**src/rtl/gcc_pkg.sv**
```systemverilog
// ----------------------------------------------------------------------------
// gcc_pkg
// Shared types and constants for the graph connectivity checker.
// ----------------------------------------------------------------------------
package gcc_pkg;

  localparam int VERTEX_W   = 5;
  localparam int COUNT_W    = 6;
  localparam int OP_W       = 2;
  localparam int SET_W      = 32;
  localparam int IN_DATA_W  = 16;
  localparam int OUT_DATA_W = 40;

  localparam logic [COUNT_W-1:0] COUNT_RESET = 6'd32;

  localparam logic [OP_W-1:0] OP_CLEAR = 2'd0;
  localparam logic [OP_W-1:0] OP_ADD   = 2'd1;
  localparam logic [OP_W-1:0] OP_CHECK = 2'd2;

  typedef enum logic [1:0] {
    ST_IDLE,
    ST_WALK,
    ST_EMIT
  } state_t;

  typedef struct packed {
    logic                clear;
    logic                add;
    logic [VERTEX_W-1:0] vertex_a;
    logic [VERTEX_W-1:0] vertex_b;
  } adj_cmd_t;

endpackage

```
**src/rtl/gcc_adj_matrix.sv**
```systemverilog
// ----------------------------------------------------------------------------
// gcc_adj_matrix
// Adjacency bit matrix with a clear of all rows together, symmetric edge set and one
// row read port.
// ----------------------------------------------------------------------------
module gcc_adj_matrix #(
  parameter int MAX_VERTICES = 32
) (
  input  logic                            clk,
  input  logic                            rst,
  input  gcc_pkg::adj_cmd_t               cmd,
  input  logic [$clog2(MAX_VERTICES)-1:0] rd_idx,
  output logic [MAX_VERTICES-1:0]         rd_row
);

  localparam int IDX_W = $clog2(MAX_VERTICES);

  logic [MAX_VERTICES-1:0] rows [MAX_VERTICES];
  logic [IDX_W-1:0]        idx_a;
  logic [IDX_W-1:0]        idx_b;

  assign idx_a  = IDX_W'(cmd.vertex_a);
  assign idx_b  = IDX_W'(cmd.vertex_b);
  assign rd_row = rows[rd_idx];

  always_ff @(posedge clk) begin
    if (rst || cmd.clear) begin
      for (int r = 0; r < MAX_VERTICES; r++) begin
        rows[r] <= '0;
      end
    end else if (cmd.add) begin
      rows[idx_a][idx_b] <= 1'b1;
      rows[idx_b][idx_a] <= 1'b1;
    end
  end

endmodule

```
**src/rtl/graph_connectivity_check_top.sv**
```systemverilog
// ----------------------------------------------------------------------------
// graph_connectivity_check_top
// Undirected graph store with a reachability check from vertex zero.
//
// Input transactions arrive on s_tvalid/s_tready/s_tdata. Clear and add-edge
// operations are taken one per cycle and produce no output. A check makes
// the block drop s_tready while it sweeps the vertices in use, one adjacency
// row per cycle, repeating the sweep until a full pass adds no vertex; the
// single row read port sets this pace. The result register is then loaded
// from the emit state. The result (connected flag and reached set) is held
// on m_tdata with m_tvalid until m_tready is high; while it waits, later
// clear and add transactions are still taken, and a further check waits for
// the register to empty. The vertex count is to be written through
// cfg_we/cfg_wdata only while idle; the block itself does not enforce this.
// Reset empties the graph, sets the vertex count to 32 and drops m_tvalid.
// ----------------------------------------------------------------------------
module graph_connectivity_check_top #(
  parameter int MAX_VERTICES = 32
) (
  input  logic                              clk,
  input  logic                              rst,
  input  logic                              cfg_we,
  input  logic [gcc_pkg::COUNT_W-1:0]       cfg_wdata,
  input  logic                              s_tvalid,
  output logic                              s_tready,
  // op [1:0], vertex_a [6:2], vertex_b [11:7], zero [15:12]
  input  logic [gcc_pkg::IN_DATA_W-1:0]     s_tdata,
  output logic                              m_tvalid,
  input  logic                              m_tready,
  // connected [0], reached_set [32:1], zero [39:33]
  output logic [gcc_pkg::OUT_DATA_W-1:0]    m_tdata
);

  localparam int IDX_W = $clog2(MAX_VERTICES);
  localparam int NUM_W = $clog2(MAX_VERTICES + 1);
  localparam int CMP_W = (NUM_W > gcc_pkg::VERTEX_W) ? NUM_W : gcc_pkg::VERTEX_W;
  localparam int SAT_W = (NUM_W > gcc_pkg::COUNT_W) ? NUM_W : gcc_pkg::COUNT_W;
  localparam int EXT_W = (MAX_VERTICES > gcc_pkg::SET_W) ? MAX_VERTICES : gcc_pkg::SET_W;

  gcc_pkg::state_t                  state;
  gcc_pkg::state_t                  state_next;
  logic [gcc_pkg::COUNT_W-1:0]      vertex_count;
  logic [IDX_W-1:0]                 v;
  logic [IDX_W-1:0]                 v_next;
  logic [MAX_VERTICES-1:0]          seen;
  logic [MAX_VERTICES-1:0]          seen_next;
  logic                             changed;
  logic                             changed_next;
  logic                             out_connected;
  logic [gcc_pkg::SET_W-1:0]        out_set;
  logic                             load_out;
  logic                             grew;
  gcc_pkg::adj_cmd_t                cmd;
  logic [MAX_VERTICES-1:0]          rd_row;
  logic [MAX_VERTICES-1:0]          row;
  logic [MAX_VERTICES-1:0]          limit;
  logic [NUM_W-1:0]                 n_active;
  logic [IDX_W-1:0]                 n_last;
  logic [SAT_W-1:0]                 count_ext;
  logic [gcc_pkg::OP_W-1:0]         in_op;
  logic [gcc_pkg::VERTEX_W-1:0]     in_a;
  logic [gcc_pkg::VERTEX_W-1:0]     in_b;
  logic                             add_ok;
  logic [EXT_W-1:0]                 seen_ext;

  assign in_op = s_tdata[1:0];
  assign in_a  = s_tdata[6:2];
  assign in_b  = s_tdata[11:7];

  assign count_ext = SAT_W'(vertex_count);

  always_comb begin
    priority if (vertex_count == '0) begin
      n_active = NUM_W'(1);
    end else if (count_ext > SAT_W'(MAX_VERTICES)) begin
      n_active = NUM_W'(MAX_VERTICES);
    end else begin
      n_active = NUM_W'(count_ext);
    end
  end

  assign n_last = IDX_W'(n_active - NUM_W'(1));

  for (genvar i = 0; i < MAX_VERTICES; i++) begin : g_limit
    assign limit[i] = (NUM_W'(i) < n_active);
  end

  assign add_ok = (in_a != in_b) && (CMP_W'(in_a) < CMP_W'(n_active))
                  && (CMP_W'(in_b) < CMP_W'(n_active));

  gcc_adj_matrix #(
    .MAX_VERTICES(MAX_VERTICES)
  ) u_adj (
    .clk    (clk),
    .rst    (rst),
    .cmd    (cmd),
    .rd_idx (v),
    .rd_row (rd_row)
  );

  assign row = rd_row & limit;

  always_comb begin
    state_next   = state;
    v_next       = v;
    seen_next    = seen;
    changed_next = changed;
    load_out     = 1'b0;
    grew         = 1'b0;
    cmd          = '0;
    cmd.vertex_a = in_a;
    cmd.vertex_b = in_b;
    s_tready     = 1'b0;
    unique case (state)
      gcc_pkg::ST_IDLE: begin
        s_tready = 1'b1;
        if (s_tvalid) begin
          unique case (in_op)
            gcc_pkg::OP_CLEAR: cmd.clear = 1'b1;
            gcc_pkg::OP_ADD:   cmd.add   = add_ok;
            gcc_pkg::OP_CHECK: begin
              state_next   = gcc_pkg::ST_WALK;
              v_next       = '0;
              seen_next    = MAX_VERTICES'(1);
              changed_next = 1'b0;
            end
            default: ;
          endcase
        end
      end
      gcc_pkg::ST_WALK: begin
        if (seen[v] && ((row & ~seen) != '0)) begin
          seen_next = seen | row;
          grew      = 1'b1;
        end
        if (v == n_last) begin
          if (changed || grew) begin
            v_next       = '0;
            changed_next = 1'b0;
          end else begin
            state_next = gcc_pkg::ST_EMIT;
          end
        end else begin
          v_next       = v + 1'b1;
          changed_next = changed | grew;
        end
      end
      gcc_pkg::ST_EMIT: begin
        if (!m_tvalid || m_tready) begin
          load_out   = 1'b1;
          state_next = gcc_pkg::ST_IDLE;
        end
      end
      default: state_next = gcc_pkg::ST_IDLE;
    endcase
  end

  always_ff @(posedge clk) begin
    if (rst) begin
      state        <= gcc_pkg::ST_IDLE;
      vertex_count <= gcc_pkg::COUNT_RESET;
      v            <= '0;
      seen         <= '0;
      changed      <= 1'b0;
    end else begin
      state   <= state_next;
      v       <= v_next;
      seen    <= seen_next;
      changed <= changed_next;
      if (cfg_we) begin
        vertex_count <= cfg_wdata;
      end
    end
  end

  assign seen_ext = EXT_W'(seen);

  always_ff @(posedge clk) begin
    if (rst) begin
      m_tvalid <= 1'b0;
    end else if (load_out) begin
      m_tvalid <= 1'b1;
    end else if (m_tready) begin
      m_tvalid <= 1'b0;
    end
  end

  always_ff @(posedge clk) begin
    if (load_out) begin
      out_connected <= ((seen & limit) == limit);
      out_set       <= seen_ext[gcc_pkg::SET_W-1:0];
    end
  end

  assign m_tdata = {7'd0, out_set, out_connected};

endmodule

```
**config.mk**
```make
export PLATFORM = sky130hd
export DESIGN_NAME = graph_connectivity_check_top
export DESIGN_NICKNAME = d
export VERILOG_FILES = /design/src/rtl/gcc_pkg.sv /design/src/rtl/gcc_adj_matrix.sv /design/src/rtl/graph_connectivity_check_top.sv
export SDC_FILE = /design/constraint.sdc
export NUM_CORES = 2
export LEC_CHECK = 0
export BUFFER_PORTS_ARGS = -buffer_cell sky130_fd_sc_hd__buf_4
export CAP_MARGIN = 5
export CELL_PAD_IN_SITES_DETAIL_PLACEMENT = 1
export CELL_PAD_IN_SITES_GLOBAL_PLACEMENT = 1
export CORE_UTILIZATION = 50
export DETAILED_ROUTE_END_ITERATION = 8
export GPL_ROUTABILITY_DRIVEN = 1
export PLACE_DENSITY_LB_ADDON = 0.3
export SLEW_MARGIN = 5
export SYNTH_ARGS = -nofsm -noshare
export SYNTH_HDL_FRONTEND = slang
export SYNTH_SLANG_ARGS = --single-unit
```
**constraint.sdc**
```tcl
create_clock -name clk -period 4.6 [get_ports clk]
set_input_delay 0.46 -clock clk [delete_from_list [all_inputs] [get_ports clk]]
set_output_delay 0.46 -clock clk [all_outputs]
set_load 0.02 [all_outputs]
```
==> flow_summary_export.csv <==
group,metric,value,unit
sta,drv_slew,0,
setup_path,crit_slowest_cell,"dfxtp_4",
floorplan,io_pins,69,
clock_network,cts_tree,"done",
sta,rsz0062_at_grt,"no",
setup_path,critPathBufInv,3,
synth,ys_warn_count,0,
floorplan,rows,113,
place,post-place-ws,0.275,ns
setup_path,cp.required,5.20,ns
sta,tightest_slew,1.46,ns
worst_hold_path,hp-class,"input pin to flop",
synth,avgSynthCellArea,10.3,um2
clock_network,clk_pin_slew,0.07,ns
floorplan,initial_core_util,50.8,%
sta,worst_slack,0.0376,ns
detailed_routing,drt_wl_total,228,mm
setup_path,cp_common_cell,"buf_12",
cells_and_area,seq_area,0.0225,mm2
synth,synth_ff_type,"dfxtp_1",
clock_network,clk_latency,0.73,ns
setup_path,cpPeakStageDelay,0.64,ns
floorplan,die_h,313,um
setup_path,cp.depth,12,
setup_path,start_kind,"flop",
setup_path,cp_top_family,"compound AO/OA/AOI/OAI gates",
sta,period_needed,4.56,ns
setup_path,end_kind,"flop",
clock_network,postCtsSetupRepairBufs,0,
run,max-cap-violations,0,
setup_path,r2r-end,"seen[20]$_SDFFE_PP0P_",
synth,ys_ff_latch,1109,
cells_and_area,final_common_cell,"dfxtp_1",
global_route,grt_pass1_vias,44100,
sta,finClkSkew,0.0205,ns
global_route,antenna_found_initial,22,
sta,setup_violations,0,
cells_and_area,final_cell_mix,"dfxtp_1, a21o_1, nand2_1",
worst_hold_path,min_from,"cfg_we",
place,gp_congestion,1.04,
detailed_routing,via_count,45200,
detailed_routing,drc_errors,0,
power,clockPowerShare,47.9,%
floorplan,dieArea,0.0983,mm2
worst_hold_path,hold-path-cell-count,2,
synth,ys_types,81,
setup_path,path_cells,"buf_12, mux4_2, a32oi_1, o21ai_0, buf_4, o31ai_1, nand4_1, nor3_1, nor2b_1, a21oi_2, buf_12, a32o_1",
clock_network,htree_num_levels,3,
power,internal_power,15.9,mW
clock_network,cts_root_buf,"clkbuf_16",
clock_network,numClockSinks,1109,
setup_path,ff2ff_setup_slack,0.04,ns
sta,period_share,99.2,%
power,p_sw,5.22,mW
cells_and_area,fillers,10100,
power,combPwrFrac,6.3,%
synth,synth-seq-area-share,46.4,%
sta,max_slew_margin,2.08,%
place,dp_hpwl,158,mm
place,place.port_buffers,57,
cells_and_area,area_growth,14.5,%
cells_and_area,multi_input_area,0.0242,mm2
clock_network,cts_buffers,114,
setup_path,cp.arrival,5.16,ns
setup_path,path_class,"flop to flop",
global_route,grt_pass1_wl,321,mm
power,switching_share,24.7,%
setup_path,reg2reg_depth,12,
global_route,globalRouteOverflowTotal,0,
synth,syn_area,0.0485,mm2
floorplan,core_area,0.0956,mm2
setup_path,worstSetupEndpoint,"seen[20]$_SDFFE_PP0P_",
sta,fmax,219,MHz
sta,finalHoldViolCount,0,
synth,synth_edf_count,33,
power,power_leakage,24.7,nW
setup_path,cp_max_fo,31,
cells_and_area,final_util,58.1,%
power,power_frac_seq,45.8,%
synth,async_flop_share,0,%
power,p_per_area,381,mW/mm2
detailed_routing,post_drt_wl_per_cell,37.3,um
detailed_routing,first_iter_violations,7057,
power,ir_worst_vdd,0.000309,V
status,status,"finished clean",
clock_network,cts.path.max_buffers,3,
global_route,grt_use_total,45.3,%
synth,syn_inst,4713,
cells_and_area,drive_above_1_share,17.1,%
detailed_routing,first_pass_iters,8,
detailed_routing,viasPerCell,7.41,
cells_and_area,fin_nets,4763,
global_route,grt_max_degree,111,
sta,setup-tns-final,0,ns
floorplan,die_w,313,um
detailed_routing,ant_nets,0,
## power by group through the flow
| stage | clock (mW) | sequential, mW | combinational [mW] |
|---|---|---|---|
| finish | 10.1 | 9.68 | 1.33 |
| global route | 10.5 | 9.67 | 1.33 |
| CTS | 10.1 | 9.67 | 1.25 |
| detailed placement | 0 | 9.89 | 1.24 |
| global placement | 0 | 9.89 | 1.22 |
| floorplan | 0 | 9.87 | 0.717 |
## area by class of cell
class | instances | share of cell area, %
Antenna cell | 11 | 0.0496
Clock buffer | 168 | 6.15
Clock inverter | 45 | 1.15
Inverter | 17 | 0.115
Multi-Input combinational cell | 3135 | 43.5
Sequential cell | 1109 | 40.6
Tap cell | 1265 | 2.85
Timing Repair Buffer | 348 | 5.56
## state kept, by name (all words and copies together) (netlist names), named ones only
| name | cells |
|---|---|
| changed | 1 |
| count_ext | 6 |
| m_tvalid | 1 |
| out_connected | 1 |
| out_set | 32 |
| seen | 32 |
| state | 2 |
| u_adj.rows | 1024 |
| v | 5 |
## cells by family after synthesis
group                    share of synthesized area (%)
XOR/XNOR                                         0.217
buffers and inverters                             4.23
other                                          0.00773
flip-flops                                        46.4
multiplexers                                      12.8
AO/OA/AOI/OAI                                     26.9
adder cells (fa/ha/maj)                          0.284
AND/OR/NAND/NOR                                   9.11
## through the flow
step,hold WS [ns],power [mW],instances,area (um2)
after floorplan,0.410,10.6,4719,48500
after global placement,0.420,11.1,5867,51400
after detailed placement,0.430,11.1,5868,51400
after CTS,0.00199,21.0,6087,55500
after global routing,0.0351,21.5,6087,55500
final,0.0371,21.1,6098,55500
## synth_stat cells, drive strengths merged (9+ instances only)
cell | n | area (um2)
a21oi | 142 | 718
and2 | 56 | 350
mux2i | 143 | 1430
a31oi | 23 | 144
o22ai | 198 | 1240
or3b | 10 | 87.6
nor2 | 289 | 1090
nor4 | 16 | 115
mux2 | 17 | 191
a221oi | 16 | 164
o21ai | 124 | 621
nor3 | 58 | 290
buf | 128 | 749
nand2b | 21 | 131
inv | 14 | 52.6
ha | 11 | 138
o211ai | 11 | 82.6
a21o | 647 | 4860
o2111ai | 16 | 146
a32o | 48 | 480
o221ai | 28 | 245
o22a | 10 | 87.6
mux4 | 203 | 4570
a32oi | 10 | 87.6
or2 | 10 | 62.6
nand4 | 12 | 75.1
o32a | 9 | 90.1
nor2b | 28 | 175
a211oi | 19 | 143
a22oi | 96 | 721
a22o | 272 | 2380
edfxtp | 33 | 991
o32ai | 56 | 490
nand3b | 10 | 75.1
dfxtp | 1076 | 21500
nand3 | 77 | 385
nand2 | 357 | 1340
clkbuf | 330 | 1240
## worst min-delay path by stage
| stage | to | slack (ns) |
|---|---|---|
| 6_report | count_ext[5]$_SDFFE_PP1P_ | 0.04 |
| 5_1_grt | count_ext[5]$_SDFFE_PP1P_ | 0.04 |
| 4_1_cts | count_ext[5]$_SDFFE_PP1P_ | 0.002 |
| 3_5_place_dp | u_adj.rows[22][8]$_DFF_P_ | 0.43 |
| 3_3_place_gp | u_adj.rows[13][31]$_DFF_P_ | 0.42 |
| 2_1_floorplan | u_adj.rows[27][9]$_DFF_P_ | 0.41 |
## routing by layer
metal  vias up  track usage (%)  share of wire [%]
li1      17900                -                  -
met3      1065             17.3                 14
met1     22600             56.2                 36
met2      3603             63.8                 41
met4        32             33.9                9.1
met5         -                0               0.11
## timing repair
action,in CTS,in global routing
gates resized for setup,0,1
setup endpoints to repair,0,13
hold buffers,6,0
hold endpoints to repair,6,0
Note: power is estimated with default switching activity, not from simulation.
